[src/design/asdc_pkg.sv]
// shared widths, constants and state types of the step detector
`timescale 1ns / 1ps
`default_nettype none

package asdc_pkg;

    localparam int AXIS_W     = 13;
    localparam int MAG_W      = 13;
    localparam int SQ_W       = 26;
    localparam int REM_W      = 15;
    localparam int SUM_W      = 21;
    localparam int THR_W      = 13;
    localparam int CALIB_W    = 8;
    localparam int PWIN_W     = 8;
    localparam int STEP_W     = 16;
    localparam int SPM_W      = 16;
    localparam int TIME_W     = 32;
    localparam int DIV_W      = 24;
    localparam int CNT_W      = 5;
    localparam int ROOT_STEPS = 13;
    localparam int AXES       = 3;
    localparam int CFG_IDX_W  = 2;
    localparam int CFG_DATA_W = 13;

    localparam logic [CNT_W-1:0] SQ_LAST   = CNT_W'(AXES - 1);
    localparam logic [CNT_W-1:0] ROOT_LAST = CNT_W'(ROOT_STEPS - 1);
    localparam logic [CNT_W-1:0] DIV_LAST  = CNT_W'(DIV_W - 1);

    // register indexes on the configuration port
    localparam logic [CFG_IDX_W-1:0] CFG_THRESH = 2'd0;
    localparam logic [CFG_IDX_W-1:0] CFG_CALIB  = 2'd1;
    localparam logic [CFG_IDX_W-1:0] CFG_PWIN   = 2'd2;

    localparam logic [THR_W-1:0]   THR_RST   = 13'd1200;
    localparam logic [CALIB_W-1:0] CALIB_RST = 8'd20;
    localparam logic [PWIN_W-1:0]  PWIN_RST  = 8'd5;
    localparam logic [CALIB_W-1:0] CALIB_MIN = 8'd2;
    localparam logic [PWIN_W-1:0]  PWIN_MIN  = 8'd1;
    localparam logic [SPM_W-1:0]   SPM_NUM   = 16'd60000;
    localparam logic [SPM_W-1:0]   SAT16     = 16'hFFFF;
    localparam logic [MAG_W-1:0]   MAG_MAX   = 13'd7094;

    // input beat operations
    typedef enum logic {
        OP_SAMPLE = 1'b0,
        OP_WINDOW = 1'b1
    } t_op;

    typedef enum logic [2:0] {
        S_IDLE,
        S_SQ,
        S_ROOT,
        S_CALIB,
        S_DIV,
        S_DIV_END,
        S_DETECT,
        S_OUT
    } t_state;

    typedef enum logic [1:0] {
        DIV_BASE,
        DIV_RATE,
        DIV_PACE
    } t_div_sel;

endpackage

`default_nettype wire

[src/design/asdc_in_if.sv]
// input channel: samples and pace window start commands
`timescale 1ns / 1ps
`default_nettype none

interface asdc_in_if;
    logic                                valid;
    logic                                ready;
    logic                                op;
    logic signed [asdc_pkg::AXIS_W-1:0]  accel_x;
    logic signed [asdc_pkg::AXIS_W-1:0]  accel_y;
    logic signed [asdc_pkg::AXIS_W-1:0]  accel_z;
    logic        [asdc_pkg::TIME_W-1:0]  time_ms;

    modport source (output valid, op, accel_x, accel_y, accel_z, time_ms, input ready);
    modport sink   (input valid, op, accel_x, accel_y, accel_z, time_ms, output ready);
endinterface

`default_nettype wire

[src/design/asdc_out_if.sv]
// result channel: step count, cadence and averaged pace
`timescale 1ns / 1ps
`default_nettype none

interface asdc_out_if;
    logic                         valid;
    logic                         ready;
    logic                         calibrating;
    logic [asdc_pkg::STEP_W-1:0]  step_count;
    logic                         rate_valid;
    logic [asdc_pkg::SPM_W-1:0]   rate_spm;
    logic                         pace_done;
    logic [asdc_pkg::SPM_W-1:0]   pace_spm;

    modport source (output valid, calibrating, step_count, rate_valid, rate_spm,
                    pace_done, pace_spm, input ready);
    modport sink   (input valid, calibrating, step_count, rate_valid, rate_spm,
                    pace_done, pace_spm, output ready);
endinterface

`default_nettype wire

[src/design/accel_step_detector_cadence.sv]
// step detector top level: magnitude, baseline, step rate and averaged pace
//
//  channel   | dir | beat
//  ----------+-----+-------------------------------------------------------
//  i_smp     | in  | op, accel_x/y/z, time_ms; valid/ready
//  o_res     | out | calibrating, step_count, rate, pace; valid/ready
//  i_cfg_*   | in  | write enable, register index, data; no back-pressure
//
//  a start command goes straight to the result register; a sample squares the
//  axes one by one on one multiplier, takes the two-bit-per-cycle square root
//  and then uses the shared one-bit-per-cycle divider for each division: baseline,
//  step rate, pace; no sample needs more than two
//  one item is in work at a time; the result register frees the input side
//  reset is synchronous and needs no clearing pass
//  a stalled result holds the block in its output state until taken
`timescale 1ns / 1ps
`default_nettype none

module accel_step_detector_cadence (
    input  wire logic                               i_clk,
    input  wire logic                               i_rst_n,
    asdc_in_if.sink                                 i_smp,
    asdc_out_if.source                              o_res,
    input  wire logic                               i_cfg_we,
    input  wire logic [asdc_pkg::CFG_IDX_W-1:0]     i_cfg_idx,
    input  wire logic [asdc_pkg::CFG_DATA_W-1:0]    i_cfg_data
);
    import asdc_pkg::*;

    t_state                    r_state, n_state;
    logic [CNT_W-1:0]          r_cnt, n_cnt;

    // item being worked on
    logic signed [AXIS_W-1:0]  r_ax, n_ax, r_ay, n_ay, r_az, n_az;
    logic [TIME_W-1:0]         r_time, n_time;

    // square root shift registers
    logic [SQ_W-1:0]           r_rad, n_rad;
    logic [REM_W-1:0]          r_rem, n_rem;
    logic [MAG_W-1:0]          r_root, n_root;

    // shared divider
    logic [DIV_W-1:0]          r_dq, n_dq;
    logic [TIME_W-1:0]         r_dr, n_dr, r_dd, n_dd;
    t_div_sel                  r_div_sel, n_div_sel;
    logic                      r_do_pace, n_do_pace;
    logic                      r_pace_done, n_pace_done;

    // detector state
    logic [CALIB_W-1:0]        r_smp_cnt, n_smp_cnt;
    logic [SUM_W-1:0]          r_mag_sum, n_mag_sum;
    logic [MAG_W-1:0]          r_baseline, n_baseline;
    logic                      r_calib_done, n_calib_done;
    logic [STEP_W-1:0]         r_steps, n_steps;
    logic [TIME_W-1:0]         r_last_step, n_last_step;
    logic [SPM_W-1:0]          r_last_rate, n_last_rate;
    logic                      r_win_active, n_win_active;
    logic [PWIN_W-1:0]         r_win_steps, n_win_steps;
    logic [TIME_W-1:0]         r_win_start, n_win_start;
    logic [SPM_W-1:0]          r_last_pace, n_last_pace;

    // configuration
    logic [THR_W-1:0]          r_thresh;
    logic [CALIB_W-1:0]        r_calib;
    logic [PWIN_W-1:0]         r_pwin;

    // result register
    logic                      r_out_valid, n_out_valid;
    logic                      r_o_calib, n_o_calib;
    logic [STEP_W-1:0]         r_o_steps, n_o_steps;
    logic                      r_o_rvalid, n_o_rvalid;
    logic [SPM_W-1:0]          r_o_rate, n_o_rate;
    logic                      r_o_pdone, n_o_pdone;
    logic [SPM_W-1:0]          r_o_pace, n_o_pace;

    // datapath pieces
    logic signed [AXIS_W-1:0]  w_axis;
    logic [AXIS_W-1:0]         w_abs;
    logic [SQ_W-1:0]           w_sq;
    logic [REM_W+1:0]          w_rem_sh, w_trial, w_rem_sub;
    logic                      w_root_ge;
    logic [TIME_W:0]           w_dr_sh, w_dr_sub;
    logic                      w_div_ge;
    logic [CALIB_W-1:0]        w_cnt_next, w_n;
    logic [SUM_W-1:0]          w_add;
    logic [MAG_W-1:0]          w_delta;
    logic                      w_step;
    logic [PWIN_W-1:0]         w_k, w_win_next;
    logic                      w_close;
    logic [DIV_W-1:0]          w_pace_num;
    logic [SPM_W-1:0]          w_sat;

    always_comb begin
        case (r_cnt[1:0])
            2'd0:    w_axis = r_ax;
            2'd1:    w_axis = r_ay;
            default: w_axis = r_az;
        endcase
    end

    assign w_abs = w_axis[AXIS_W-1] ? (~w_axis + AXIS_W'(1)) : w_axis;
    assign w_sq  = {{(SQ_W-AXIS_W){1'b0}}, w_abs} * {{(SQ_W-AXIS_W){1'b0}}, w_abs};

    // one root digit per cycle from the top two radicand bits
    assign w_rem_sh  = {r_rem, r_rad[SQ_W-1 -: 2]};
    assign w_trial   = {2'b00, r_root, 2'b01};
    assign w_root_ge = (w_rem_sh >= w_trial);
    assign w_rem_sub = w_rem_sh - w_trial;

    // restoring division; a zero divisor yields all ones, which saturates
    assign w_dr_sh  = {r_dr, r_dq[DIV_W-1]};
    assign w_div_ge = (w_dr_sh >= {1'b0, r_dd});
    assign w_dr_sub = w_dr_sh - {1'b0, r_dd};
    assign w_sat    = (|r_dq[DIV_W-1:SPM_W]) ? SAT16 : r_dq[SPM_W-1:0];

    assign w_cnt_next = r_smp_cnt + CALIB_W'(1);
    assign w_n        = (r_calib < CALIB_MIN) ? CALIB_MIN : r_calib;
    // first sample counts twice
    assign w_add      = (w_cnt_next == CALIB_W'(1)) ? {{(SUM_W-MAG_W-1){1'b0}}, r_root, 1'b0}
                                                    : {{(SUM_W-MAG_W){1'b0}}, r_root};

    assign w_delta = (r_root > r_baseline) ? (r_root - r_baseline) : (r_baseline - r_root);
    assign w_step  = (w_delta > r_thresh);

    assign w_k        = (r_pwin == '0) ? PWIN_MIN : r_pwin;
    assign w_win_next = r_win_steps + PWIN_W'(1);
    assign w_close    = r_win_active && (w_win_next >= w_k);
    assign w_pace_num = DIV_W'(w_k) * DIV_W'(SPM_NUM);

    always_ff @(posedge i_clk) begin
        if (!i_rst_n) begin
            r_state <= S_IDLE;
        end else begin
            r_state <= n_state;
        end
    end

    always_comb begin
        logic              ld;
        logic [DIV_W-1:0]  ld_num;
        logic [TIME_W-1:0] ld_den;
        t_div_sel          ld_sel;
        logic              out_load;

        ld           = 1'b0;
        ld_num       = '0;
        ld_den       = '0;
        ld_sel       = DIV_BASE;
        out_load     = 1'b0;

        n_state      = r_state;
        n_cnt        = r_cnt;
        n_ax         = r_ax;
        n_ay         = r_ay;
        n_az         = r_az;
        n_time       = r_time;
        n_rad        = r_rad;
        n_rem        = r_rem;
        n_root       = r_root;
        n_dq         = r_dq;
        n_dr         = r_dr;
        n_dd         = r_dd;
        n_div_sel    = r_div_sel;
        n_do_pace    = r_do_pace;
        n_pace_done  = r_pace_done;
        n_smp_cnt    = r_smp_cnt;
        n_mag_sum    = r_mag_sum;
        n_baseline   = r_baseline;
        n_calib_done = r_calib_done;
        n_steps      = r_steps;
        n_last_step  = r_last_step;
        n_last_rate  = r_last_rate;
        n_win_active = r_win_active;
        n_win_steps  = r_win_steps;
        n_win_start  = r_win_start;
        n_last_pace  = r_last_pace;

        case (r_state)
            S_IDLE: begin
                if (i_smp.valid) begin
                    n_ax        = i_smp.accel_x;
                    n_ay        = i_smp.accel_y;
                    n_az        = i_smp.accel_z;
                    n_time      = i_smp.time_ms;
                    n_pace_done = 1'b0;
                    n_cnt       = '0;
                    n_rad       = '0;
                    if (i_smp.op == OP_WINDOW) begin
                        n_win_active = 1'b1;
                        n_win_steps  = '0;
                        n_win_start  = i_smp.time_ms;
                        n_state      = S_OUT;
                    end else begin
                        n_state = S_SQ;
                    end
                end
            end
            S_SQ: begin
                n_rad = r_rad + w_sq;
                n_cnt = r_cnt + CNT_W'(1);
                if (r_cnt == SQ_LAST) begin
                    n_cnt   = '0;
                    n_rem   = '0;
                    n_root  = '0;
                    n_state = S_ROOT;
                end
            end
            S_ROOT: begin
                n_rad = {r_rad[SQ_W-3:0], 2'b00};
                n_cnt = r_cnt + CNT_W'(1);
                if (w_root_ge) begin
                    n_rem  = REM_W'(w_rem_sub);
                    n_root = {r_root[MAG_W-2:0], 1'b1};
                end else begin
                    n_rem  = REM_W'(w_rem_sh);
                    n_root = {r_root[MAG_W-2:0], 1'b0};
                end
                if (r_cnt == ROOT_LAST) begin
                    n_state = S_CALIB;
                end
            end
            S_CALIB: begin
                if (r_calib_done) begin
                    n_state = S_DETECT;
                end else begin
                    n_smp_cnt = w_cnt_next;
                    if (w_cnt_next < w_n) begin
                        n_mag_sum = r_mag_sum + w_add;
                        n_state   = S_OUT;
                    end else begin
                        ld     = 1'b1;
                        ld_num = DIV_W'(r_mag_sum);
                        ld_den = TIME_W'(w_n);
                        ld_sel = DIV_BASE;
                    end
                end
            end
            S_DIV: begin
                n_cnt = r_cnt + CNT_W'(1);
                if (w_div_ge) begin
                    n_dr = TIME_W'(w_dr_sub);
                    n_dq = {r_dq[DIV_W-2:0], 1'b1};
                end else begin
                    n_dr = TIME_W'(w_dr_sh);
                    n_dq = {r_dq[DIV_W-2:0], 1'b0};
                end
                if (r_cnt == DIV_LAST) begin
                    n_state = S_DIV_END;
                end
            end
            S_DIV_END: begin
                case (r_div_sel)
                    DIV_BASE: begin
                        n_baseline   = r_dq[MAG_W-1:0];
                        n_calib_done = 1'b1;
                        n_state      = S_DETECT;
                    end
                    DIV_RATE: begin
                        n_last_rate = w_sat;
                        if (r_do_pace) begin
                            ld     = 1'b1;
                            ld_num = w_pace_num;
                            ld_den = r_time - r_win_start;
                            ld_sel = DIV_PACE;
                        end else begin
                            n_state = S_OUT;
                        end
                    end
                    DIV_PACE: begin
                        n_last_pace = w_sat;
                        n_state     = S_OUT;
                    end
                    default: begin
                        n_state = S_OUT;
                    end
                endcase
            end
            S_DETECT: begin
                n_state = S_OUT;
                if (w_step) begin
                    if (r_steps != SAT16) begin
                        n_steps = r_steps + STEP_W'(1);
                    end
                    n_last_step = r_time;
                    n_do_pace   = w_close;
                    if (w_close) begin
                        n_win_active = 1'b0;
                        n_win_steps  = '0;
                        n_pace_done  = 1'b1;
                    end else if (r_win_active) begin
                        n_win_steps = w_win_next;
                    end
                    // interval uses the previous step time, latched by the divider
                    if (r_steps != '0) begin
                        ld     = 1'b1;
                        ld_num = DIV_W'(SPM_NUM);
                        ld_den = r_time - r_last_step;
                        ld_sel = DIV_RATE;
                    end else if (w_close) begin
                        ld     = 1'b1;
                        ld_num = w_pace_num;
                        ld_den = r_time - r_win_start;
                        ld_sel = DIV_PACE;
                    end
                end
            end
            S_OUT: begin
                if (!r_out_valid || o_res.ready) begin
                    out_load = 1'b1;
                    n_state  = S_IDLE;
                end
            end
            default: begin
                n_state = S_IDLE;
            end
        endcase

        if (ld) begin
            n_dq      = ld_num;
            n_dr      = '0;
            n_dd      = ld_den;
            n_div_sel = ld_sel;
            n_cnt     = '0;
            n_state   = S_DIV;
        end

        n_o_calib  = r_o_calib;
        n_o_steps  = r_o_steps;
        n_o_rvalid = r_o_rvalid;
        n_o_rate   = r_o_rate;
        n_o_pdone  = r_o_pdone;
        n_o_pace   = r_o_pace;
        if (out_load) begin
            n_o_calib  = !r_calib_done;
            n_o_steps  = r_steps;
            n_o_rvalid = (r_steps >= STEP_W'(2));
            n_o_rate   = (r_steps >= STEP_W'(2)) ? r_last_rate : '0;
            n_o_pdone  = r_pace_done;
            n_o_pace   = r_last_pace;
        end
        n_out_valid = out_load ? 1'b1 : (o_res.ready ? 1'b0 : r_out_valid);
    end

    always_ff @(posedge i_clk) begin
        if (!i_rst_n) begin
            r_cnt        <= '0;
            r_do_pace    <= 1'b0;
            r_pace_done  <= 1'b0;
            r_div_sel    <= DIV_BASE;
            r_smp_cnt    <= '0;
            r_mag_sum    <= '0;
            r_baseline   <= '0;
            r_calib_done <= 1'b0;
            r_steps      <= '0;
            r_last_step  <= '0;
            r_last_rate  <= '0;
            r_win_active <= 1'b0;
            r_win_steps  <= '0;
            r_win_start  <= '0;
            r_last_pace  <= '0;
            r_thresh     <= THR_RST;
            r_calib      <= CALIB_RST;
            r_pwin       <= PWIN_RST;
            r_out_valid  <= 1'b0;
        end else begin
            r_cnt        <= n_cnt;
            r_do_pace    <= n_do_pace;
            r_pace_done  <= n_pace_done;
            r_div_sel    <= n_div_sel;
            r_smp_cnt    <= n_smp_cnt;
            r_mag_sum    <= n_mag_sum;
            r_baseline   <= n_baseline;
            r_calib_done <= n_calib_done;
            r_steps      <= n_steps;
            r_last_step  <= n_last_step;
            r_last_rate  <= n_last_rate;
            r_win_active <= n_win_active;
            r_win_steps  <= n_win_steps;
            r_win_start  <= n_win_start;
            r_last_pace  <= n_last_pace;
            r_out_valid  <= n_out_valid;
            if (i_cfg_we) begin
                case (i_cfg_idx)
                    CFG_THRESH: r_thresh <= i_cfg_data[THR_W-1:0];
                    CFG_CALIB:  r_calib  <= i_cfg_data[CALIB_W-1:0];
                    CFG_PWIN:   r_pwin   <= i_cfg_data[PWIN_W-1:0];
                    default: begin
                    end
                endcase
            end
        end
    end

    // payload registers
    always_ff @(posedge i_clk) begin
        r_ax       <= n_ax;
        r_ay       <= n_ay;
        r_az       <= n_az;
        r_time     <= n_time;
        r_rad      <= n_rad;
        r_rem      <= n_rem;
        r_root     <= n_root;
        r_dq       <= n_dq;
        r_dr       <= n_dr;
        r_dd       <= n_dd;
        r_o_calib  <= n_o_calib;
        r_o_steps  <= n_o_steps;
        r_o_rvalid <= n_o_rvalid;
        r_o_rate   <= n_o_rate;
        r_o_pdone  <= n_o_pdone;
        r_o_pace   <= n_o_pace;
    end

    assign i_smp.ready       = (r_state == S_IDLE);
    assign o_res.valid       = r_out_valid;
    assign o_res.calibrating = r_o_calib;
    assign o_res.step_count  = r_o_steps;
    assign o_res.rate_valid  = r_o_rvalid;
    assign o_res.rate_spm    = r_o_rate;
    assign o_res.pace_done   = r_o_pdone;
    assign o_res.pace_spm    = r_o_pace;

    // baseline, once formed, stays formed
    a_calib_sticky: assert property (@(posedge i_clk) disable iff (!i_rst_n)
        r_calib_done |=> r_calib_done)
        else $error("calibration done flag dropped");

    // step count never goes backwards
    a_steps_mono: assert property (@(posedge i_clk) disable iff (!i_rst_n)
        (r_steps != '0) |=> (r_steps >= $past(r_steps)))
        else $error("step count decreased");

    // a pace quotient only lands after its window has closed
    a_pace_closed: assert property (@(posedge i_clk) disable iff (!i_rst_n)
        (r_state == S_DIV_END && r_div_sel == DIV_PACE) |-> (!r_win_active && r_pace_done))
        else $error("pace finished with window still open");

    // root of three 13-bit squares is bounded
    a_root_range: assert property (@(posedge i_clk) disable iff (!i_rst_n)
        (r_state == S_CALIB) |-> (r_root <= MAG_MAX))
        else $error("magnitude out of range");

    // a waiting result is never overwritten
    a_out_hold: assert property (@(posedge i_clk) disable iff (!i_rst_n)
        (r_state == S_OUT && r_out_valid && !o_res.ready) |=> (r_state == S_OUT))
        else $error("result overwritten while stalled");

endmodule

`default_nettype wire
[src/flat_wrapper.sv]
// flat-port wrapper written by rule: the top's interface ports become plain ports
module accel_step_detector_cadence_flat import asdc_pkg::*;
  (i_clk, i_rst_n, i_cfg_we, i_cfg_idx, i_cfg_data, i_smp_valid, i_smp_op, i_smp_accel_x, i_smp_accel_y, i_smp_accel_z, i_smp_time_ms, i_smp_ready, o_res_valid, o_res_calibrating, o_res_step_count, o_res_rate_valid, o_res_rate_spm, o_res_pace_done, o_res_pace_spm, o_res_ready);
  asdc_in_if i_smp_i ();
  asdc_out_if o_res_i ();
  input  wire logic i_clk;
  input  wire logic i_rst_n;
  input  wire logic i_cfg_we;
  input  wire logic [asdc_pkg::CFG_IDX_W-1:0] i_cfg_idx;
  input  wire logic [asdc_pkg::CFG_DATA_W-1:0] i_cfg_data;
  input wire logic [$bits(i_smp_i.valid)-1:0] i_smp_valid;
  input wire logic [$bits(i_smp_i.op)-1:0] i_smp_op;
  input wire logic [$bits(i_smp_i.accel_x)-1:0] i_smp_accel_x;
  input wire logic [$bits(i_smp_i.accel_y)-1:0] i_smp_accel_y;
  input wire logic [$bits(i_smp_i.accel_z)-1:0] i_smp_accel_z;
  input wire logic [$bits(i_smp_i.time_ms)-1:0] i_smp_time_ms;
  output wire logic [$bits(i_smp_i.ready)-1:0] i_smp_ready;
  output wire logic [$bits(o_res_i.valid)-1:0] o_res_valid;
  output wire logic [$bits(o_res_i.calibrating)-1:0] o_res_calibrating;
  output wire logic [$bits(o_res_i.step_count)-1:0] o_res_step_count;
  output wire logic [$bits(o_res_i.rate_valid)-1:0] o_res_rate_valid;
  output wire logic [$bits(o_res_i.rate_spm)-1:0] o_res_rate_spm;
  output wire logic [$bits(o_res_i.pace_done)-1:0] o_res_pace_done;
  output wire logic [$bits(o_res_i.pace_spm)-1:0] o_res_pace_spm;
  input wire logic [$bits(o_res_i.ready)-1:0] o_res_ready;
  assign i_smp_i.valid = i_smp_valid;
  assign i_smp_i.op = i_smp_op;
  assign i_smp_i.accel_x = i_smp_accel_x;
  assign i_smp_i.accel_y = i_smp_accel_y;
  assign i_smp_i.accel_z = i_smp_accel_z;
  assign i_smp_i.time_ms = i_smp_time_ms;
  assign i_smp_ready = i_smp_i.ready;
  assign o_res_valid = o_res_i.valid;
  assign o_res_calibrating = o_res_i.calibrating;
  assign o_res_step_count = o_res_i.step_count;
  assign o_res_rate_valid = o_res_i.rate_valid;
  assign o_res_rate_spm = o_res_i.rate_spm;
  assign o_res_pace_done = o_res_i.pace_done;
  assign o_res_pace_spm = o_res_i.pace_spm;
  assign o_res_i.ready = o_res_ready;
  accel_step_detector_cadence u_core (.i_clk(i_clk), .i_rst_n(i_rst_n), .i_smp(i_smp_i), .o_res(o_res_i), .i_cfg_we(i_cfg_we), .i_cfg_idx(i_cfg_idx), .i_cfg_data(i_cfg_data));
endmodule
[config.mk]
export PLATFORM = sky130hd
export DESIGN_NAME = accel_step_detector_cadence_flat
export DESIGN_NICKNAME = d
export VERILOG_FILES = /design/src/design/asdc_pkg.sv /design/src/design/asdc_in_if.sv /design/src/design/asdc_out_if.sv /design/src/design/accel_step_detector_cadence.sv /design/src/flat_wrapper.sv
export SDC_FILE = /design/constraint.sdc
export NUM_CORES = 2
export LEC_CHECK = 0
export ABC_AREA = 1
export ABC_CLOCK_PERIOD_IN_PS = 8900
export BUFFER_PORTS_ARGS = -buffer_cell sky130_fd_sc_hd__buf_2
export CAP_MARGIN = 0
export CORE_UTILIZATION = 60
export DETAILED_ROUTE_END_ITERATION = 7
export PLACE_DENSITY = 0.78
export SLEW_MARGIN = 20
export SYNTH_ARGS = -nofsm -noshare
export SYNTH_HDL_FRONTEND = slang
export SYNTH_SLANG_ARGS = --single-unit
export TNS_END_PERCENT = 10
[constraint.sdc]
create_clock -name i_clk -period 8.9 [get_ports i_clk]
set_clock_uncertainty 0.15 [all_clocks]
set_input_delay 1.335 -clock i_clk [delete_from_list [all_inputs] [get_ports i_clk]]
set_output_delay 1.335 -clock i_clk [all_outputs]
set_load 0.03 [all_outputs]
# --- Word level (Yosys, flattened, before mapping) ---
# Cells that the tools add are included.
classes:
  addsub: 13
  multipliers: 2
  order_cmp: 8
  n_eq_ne: 35
  muxes: 83
  n_bitwise: 3
  n_reduce_logical: 39
op_table:
  columns: ["operator", "count"]
  rows:
  - ["2-to-1 mux 32 bit", 7]
  - ["2-to-1 mux 24 bit", 8]
  - ["case mux 32 bit (3 select lines)", 1]
  - ["subtractor 32 bit", 3]
  - ["case mux 26 bit (3 select lines)", 1]
  - ["case mux 24 bit (3 select lines)", 1]
  - ["2-to-1 mux 8 bit", 8]
  - ["case mux 13 bit (2 select lines)", 2]
  - ["2-to-1 mux 13 bit", 3]
  - ["greater-or-equal comparator 33 x 32 -> 1 bit", 1]
  - ["2-to-1 mux 15 bit", 2]
  - ["2-to-1 mux 3 bit", 10]
  - ["case mux 15 bit (2 select lines)", 1]
  - ["adder 26 bit", 1]
  - ["greater-than comparator 13 bit", 2]
  - ["multiplier 13 x 13 -> 26 bit", 1]
  - ["2-to-1 mux 26 bit", 1]
  - ["subtractor 13 bit", 2]
  - ["case mux 3 bit (8 select lines)", 1]
  - ["AND reduction 2 bit", 12]
  - ["adder 21 bit", 1]
  - ["2-to-1 mux 21 bit", 1]
  - ["2-to-1 mux 1 bit", 20]
  - ["multiplier 8 x 11 -> 19 bit, second input constant", 1]
  - ["54 further kinds", 92]
word_totals:
  ff_bits: 470
  inputBits: 92
  output_inout_bits: 53

# --- Logic depth before layout (Yosys ltp) ---
depth:
  word_depth: 10
  depth_mapped: 43
  depth_no_buf: 41

# --- Worst setup path after synthesis ---
# No wires, ideal clock.
synth_timing:
  kind: "reg2reg"
  startpoint: "register u_core.r_cnt[0]"
  endpoint: "register u_core.r_rad[23] (data pin)"
  setup_ns: 0.261
  t_arrival_ns: 6.954
  path_slack_ns: 1.535
  stages_incl_launch_ff: 38
  path_buffers: 2
  period_less_slack_ns: 7.365
  cell_sequence: "dfxtp_1 -> inv_1 -> ha_1 -> nor2_2 -> nand2_1 -> and3_1 -> buf_2 -> clkbuf_1 -> ha_1 -> inv_1 -> nor2_1 -> nand2_1 -> nor2_4 -> nor2_4 -> xor2_2 -> inv_2 -> nor2_1 -> fa_1 -> [... 2 more ...] -> fa_1 -> inv_1 -> fa_1 -> fa_1 -> inv_1 -> fa_1 -> inv_1 -> ha_1 -> a21oi_1 -> o21ai_0 -> a21oi_1 -> nand2_1 -> nand2_1 -> nand2_1 -> nand2_1 -> nand3_1 -> nand3_1 -> o21ai_0"
synth_via:
  elab_chain_len: 8
synth_rtl:
  columns: ["element", "line", "source"]
  rows:
  - ["start: declaration", "accel_step_detector_cadence.sv:31", "logic [CNT_W-1:0] r_cnt, n_cnt;"]
  - ["start signal: assignment", "accel_step_detector_cadence.sv:366", "r_cnt <= n_cnt;"]
  - ["== test 2 x 1 -> 1 bit or logical NOT 2 bit (tied branches)", "accel_step_detector_cadence.sv:94", "case (r_cnt[1:0])"]
  - ["case mux 13 bit (2 select lines) (*)", "accel_step_detector_cadence.sv:94", null]
  - ["NOT 13 bit", "accel_step_detector_cadence.sv:101", "assign w_abs = w_axis[AXIS_W-1] ? (~w_axis + AXIS_W'(1)) : w_axis;"]
  - ["adder 13 x 2 -> 13 bit", "accel_step_detector_cadence.sv:101", null]
  - ["2-to-1 mux 13 bit (*)", "accel_step_detector_cadence.sv:101", null]
  - ["multiplier 13 x 13 -> 26 bit (*)", "accel_step_detector_cadence.sv:102", "assign w_sq = {{(SQ_W-AXIS_W){1'b0}}, w_abs} * {{(SQ_W-AXIS_W){1'b0}}, w_abs};"]
  - ["adder 26 bit (*)", "accel_step_detector_cadence.sv:199", "n_rad = r_rad + w_sq;"]
  - ["case mux 26 bit (3 select lines) (*)", "accel_step_detector_cadence.sv:178", "case (r_state)"]
  - ["net u_core.n_rad[23]", "accel_step_detector_cadence.sv:38", "logic [SQ_W-1:0] r_rad, n_rad;"]
  - ["end signal: assignment", "accel_step_detector_cadence.sv:400", "r_rad <= n_rad;"]
  - ["end: declaration", "accel_step_detector_cadence.sv:38", null]
# Mark *: on every way through the listed nets, which the timed path passes. The rest lies on a longest branch.
# A chain may end at the register's enable or synchronous reset.

# --- Final worst setup path ---
# Ends and elaborated chain as after synthesis.

==> reports/summary.txt <==
Share of layout cells above drive strength 1: 0.0703
Status: completed
Asr flop ratio synth: 0
CTS tree: built
Core Region: 58,900 µm²
Worst-Skew Late Latency: 620 ps
CTS H-tree depth: 2
FF-to-FF End: u_core.r_rad[23]$_DFFE_PP_
Hold Fails Final Rpt: 0
Port Buffer Count: 144
Yosys warns: 0
Clk sink count: 470
Top_reg_cell synth: dfxtp_1
Post-DR vias/cell: 5.65
# diodes: 0
Final period util: 0.914
CTS clock-pin slew for the worst setup and hold paths: 70 ps
Resize count post-CTS: 0
Post-synth EDFFs: 232
Max frequency: 123 MHz
DP Area: 37,100 µm²
Synth area leader: edfxtp_1
Fin. max-slew vios: 0
Cell area after synthesis: 35,700 µm²
Synth top area share: 0.195
Count leader, synth: nand2_1
Met2 routed WL: 46.3 mm
R2r worst-path depth: 34
Top post-synthesis cells by count: 989 x nand2_1, 755 x inv_1, 401 x a21oi_1
Drc violations: 0
Critical Path AT: 8330 ps
Row count: 89
DP HPWL: 76.6 mm
Longest Clk Path Bufs: 3
Drt pass-1 iters: 6
Post-synthesis instance total: 4,665
Flop-to-flop setup slack: 760 ps
Wire per inst: 17.7 µm
Overall global routing resource usage: 0.330
Remaining antenna violation count after routing: 0
Crit path kind: flip-flop to flip-flop
Via Count: 31,600
Final Worst Setup Slack: 764 ps
Root buf cell: clkbuf_16
Fill cells: 5,137
Io pins: 145
Min-delay src: u_core.r_last_pace[2]$_SDFFE_PN0P_
Initial Utilization: 0.606
Worst Max-Slew Pin Slew: 1100 ps
Synth area leaders: edfxtp_1 20%, dfxtp_1 13%, ha_1 11%, nand2_1 10%, fa_1 8.1%
CP startpoint kind: flip-flop
Flop and latch count out of synthesis: 470
Final min period: 8140 ps
Max Cap Viol: 0
Largest net degree at the start of global routing: 100
Met3 wire len: 6.53 mm
RSZ-0062 raised after global routing: false
Number of global-route vias before repair: 30,400
Hold Crit Depth: 0
Worst R2R Start: u_core.r_cnt[0]$_SDFFE_PP0P_
Sequential share of the synthesized area: 0.328
GPL Wtd Cong: 0.976
Crit path max fanout: 14
Dpl ws: 789 ps
Uppermost layer routed: met4
Initial antenna violation count: 1
Final setup fails: 0
Required time of the worst setup path: 9090 ps
Die area: 60,500 µm²
Routed WL: 99.0 mm
Nets: 5,322
Area Growth Syn to Fin: 8.95%
Die X: 246 µm
Worst path max stage delay: 540 ps
CP endpoint kind: flip-flop
Post-CTS Setup Inserts: 0
Syn avg cell area: 7.66 µm²
GRT overflow: 0
Cell area after layout: 38,900 µm²
Iter 0 DRT Violations: 2,814
Met1 Wirelength: 42.3 mm
Die height: 246 µm
Crit-path slowest cell: fa_1
Hold_buf cts: 0
First-pass GRT wire length: 158 mm
Distinct cell type count after synthesis: 62
Worst hold path class: flip-flop to flip-flop
Total negative setup slack: 0 ps
Hold Path Sink: u_core.o_res.pace_spm[2]$_DFFE_PP_
Rel. slew slack: 0.263
TritonCTS Buffers: 52
[metrics by stage]
step           cells   util  hold slack, ps
6_report        5594  0.661             278
5_1_grt         5594  0.661             281
4_1_cts         5594  0.660             274
3_5_place_dp    5496  0.630             264
3_3_place_gp    5496  0.630             254
2_1_floorplan   4672      -             253
[cell usage in the layout, fill, tap and decap left out, types with 13 or more instances in the layout]
cell,synthesis,final
edfxtp_1,232,232
o21bai_1,23,23
a21oi_1,401,401
nor2_1,376,373
fa_1,144,144
nor3_1,56,54
o211ai_1,16,16
o21a_1,16,16
nand4_1,44,44
a21o_1,28,28
buf_4,7,17
nand2_1,989,987
clkbuf_16,0,54
ha_1,309,309
nand3b_1,37,37
inv_2,21,21
nand3_1,267,267
o22ai_1,19,19
o21ai_0,320,319
buf_2,25,143
xor2_1,75,75
clkinv_2,0,13
or2_2,14,14
xnor2_1,60,60
inv_1,755,755
dfxtp_1,238,238
[kinds of logic after synthesis]
family	after synthesis	synth area share
AOI/OAI and AO/OA	873	0.132
buffers and inverters	888	0.0961
adders and majority gates	453	0.189
and+or+nand+nor	1841	0.220
xor gates and xnor gates	138	0.0345
DFF	470	0.328
other	2	0.000210
[worst max path at each step]
stage                                      start                    endpoint  slack, ps  depth (start not counted)
finish              u_core.r_cnt[0]$_SDFFE_PP0P_  u_core.r_rad[23]$_DFFE_PP_        760                         34
global route        u_core.r_cnt[0]$_SDFFE_PP0P_  u_core.r_rad[23]$_DFFE_PP_        240                         34
CTS                 u_core.r_cnt[0]$_SDFFE_PP0P_  u_core.r_rad[23]$_DFFE_PP_        760                         34
detailed placement  u_core.r_cnt[0]$_SDFFE_PP0P_  u_core.r_rad[23]$_DFFE_PP_        790                         34
global placement    u_core.r_cnt[0]$_SDFFE_PP0P_  u_core.r_rad[23]$_DFFE_PP_        990                         34
floorplan           u_core.r_cnt[0]$_SDFFE_PP0P_  u_core.r_rad[23]$_DFFE_PP_       1540                         37
[registers in the layout, indices dropped and copies added (netlist names), 21 cells and up]
name / flops
u_core.r_last_step: 32
u_core.r_dq: 24
u_core.r_mag_sum: 21
u_core.r_time: 32
u_core.r_dr: 32
u_core.r_rad: 26
u_core.r_dd: 32
u_core.r_win_start: 32
[final cells by class]
cell class / instances / area, µm² / area share
clock buffers: 60 / 1380 / 0.0356
inverters: 779 / 2930 / 0.0752
well taps: 773 / 967 / 0.0249
repair buffers: 160 / 843 / 0.0217
clock inverters: 38 / 438 / 0.0113
flip-flops and latches: 470 / 11700 / 0.301
multi-input cells: 3314 / 20600 / 0.530
[critical path: cells and delay by family, from the launching register on]
kind / cells / cell delay [ps]
xor+xnor: 1 / 400
fa+ha+maj: 9 / 4120
flops: 1 / 340
simple gates: 12 / 1380
compound gates: 5 / 920
buf+inv: 7 / 560
[routing by layer]
layer,global-route usage,vias to the layer above
met5,0,-
met2,0.551,1096
li1,-,15500
met1,0.434,14800
met4,0.130,0
met3,0.0381,207
Power is not shown: default switching activity piles up to over one toggle a cycle in this logic, so the estimate is an artifact.
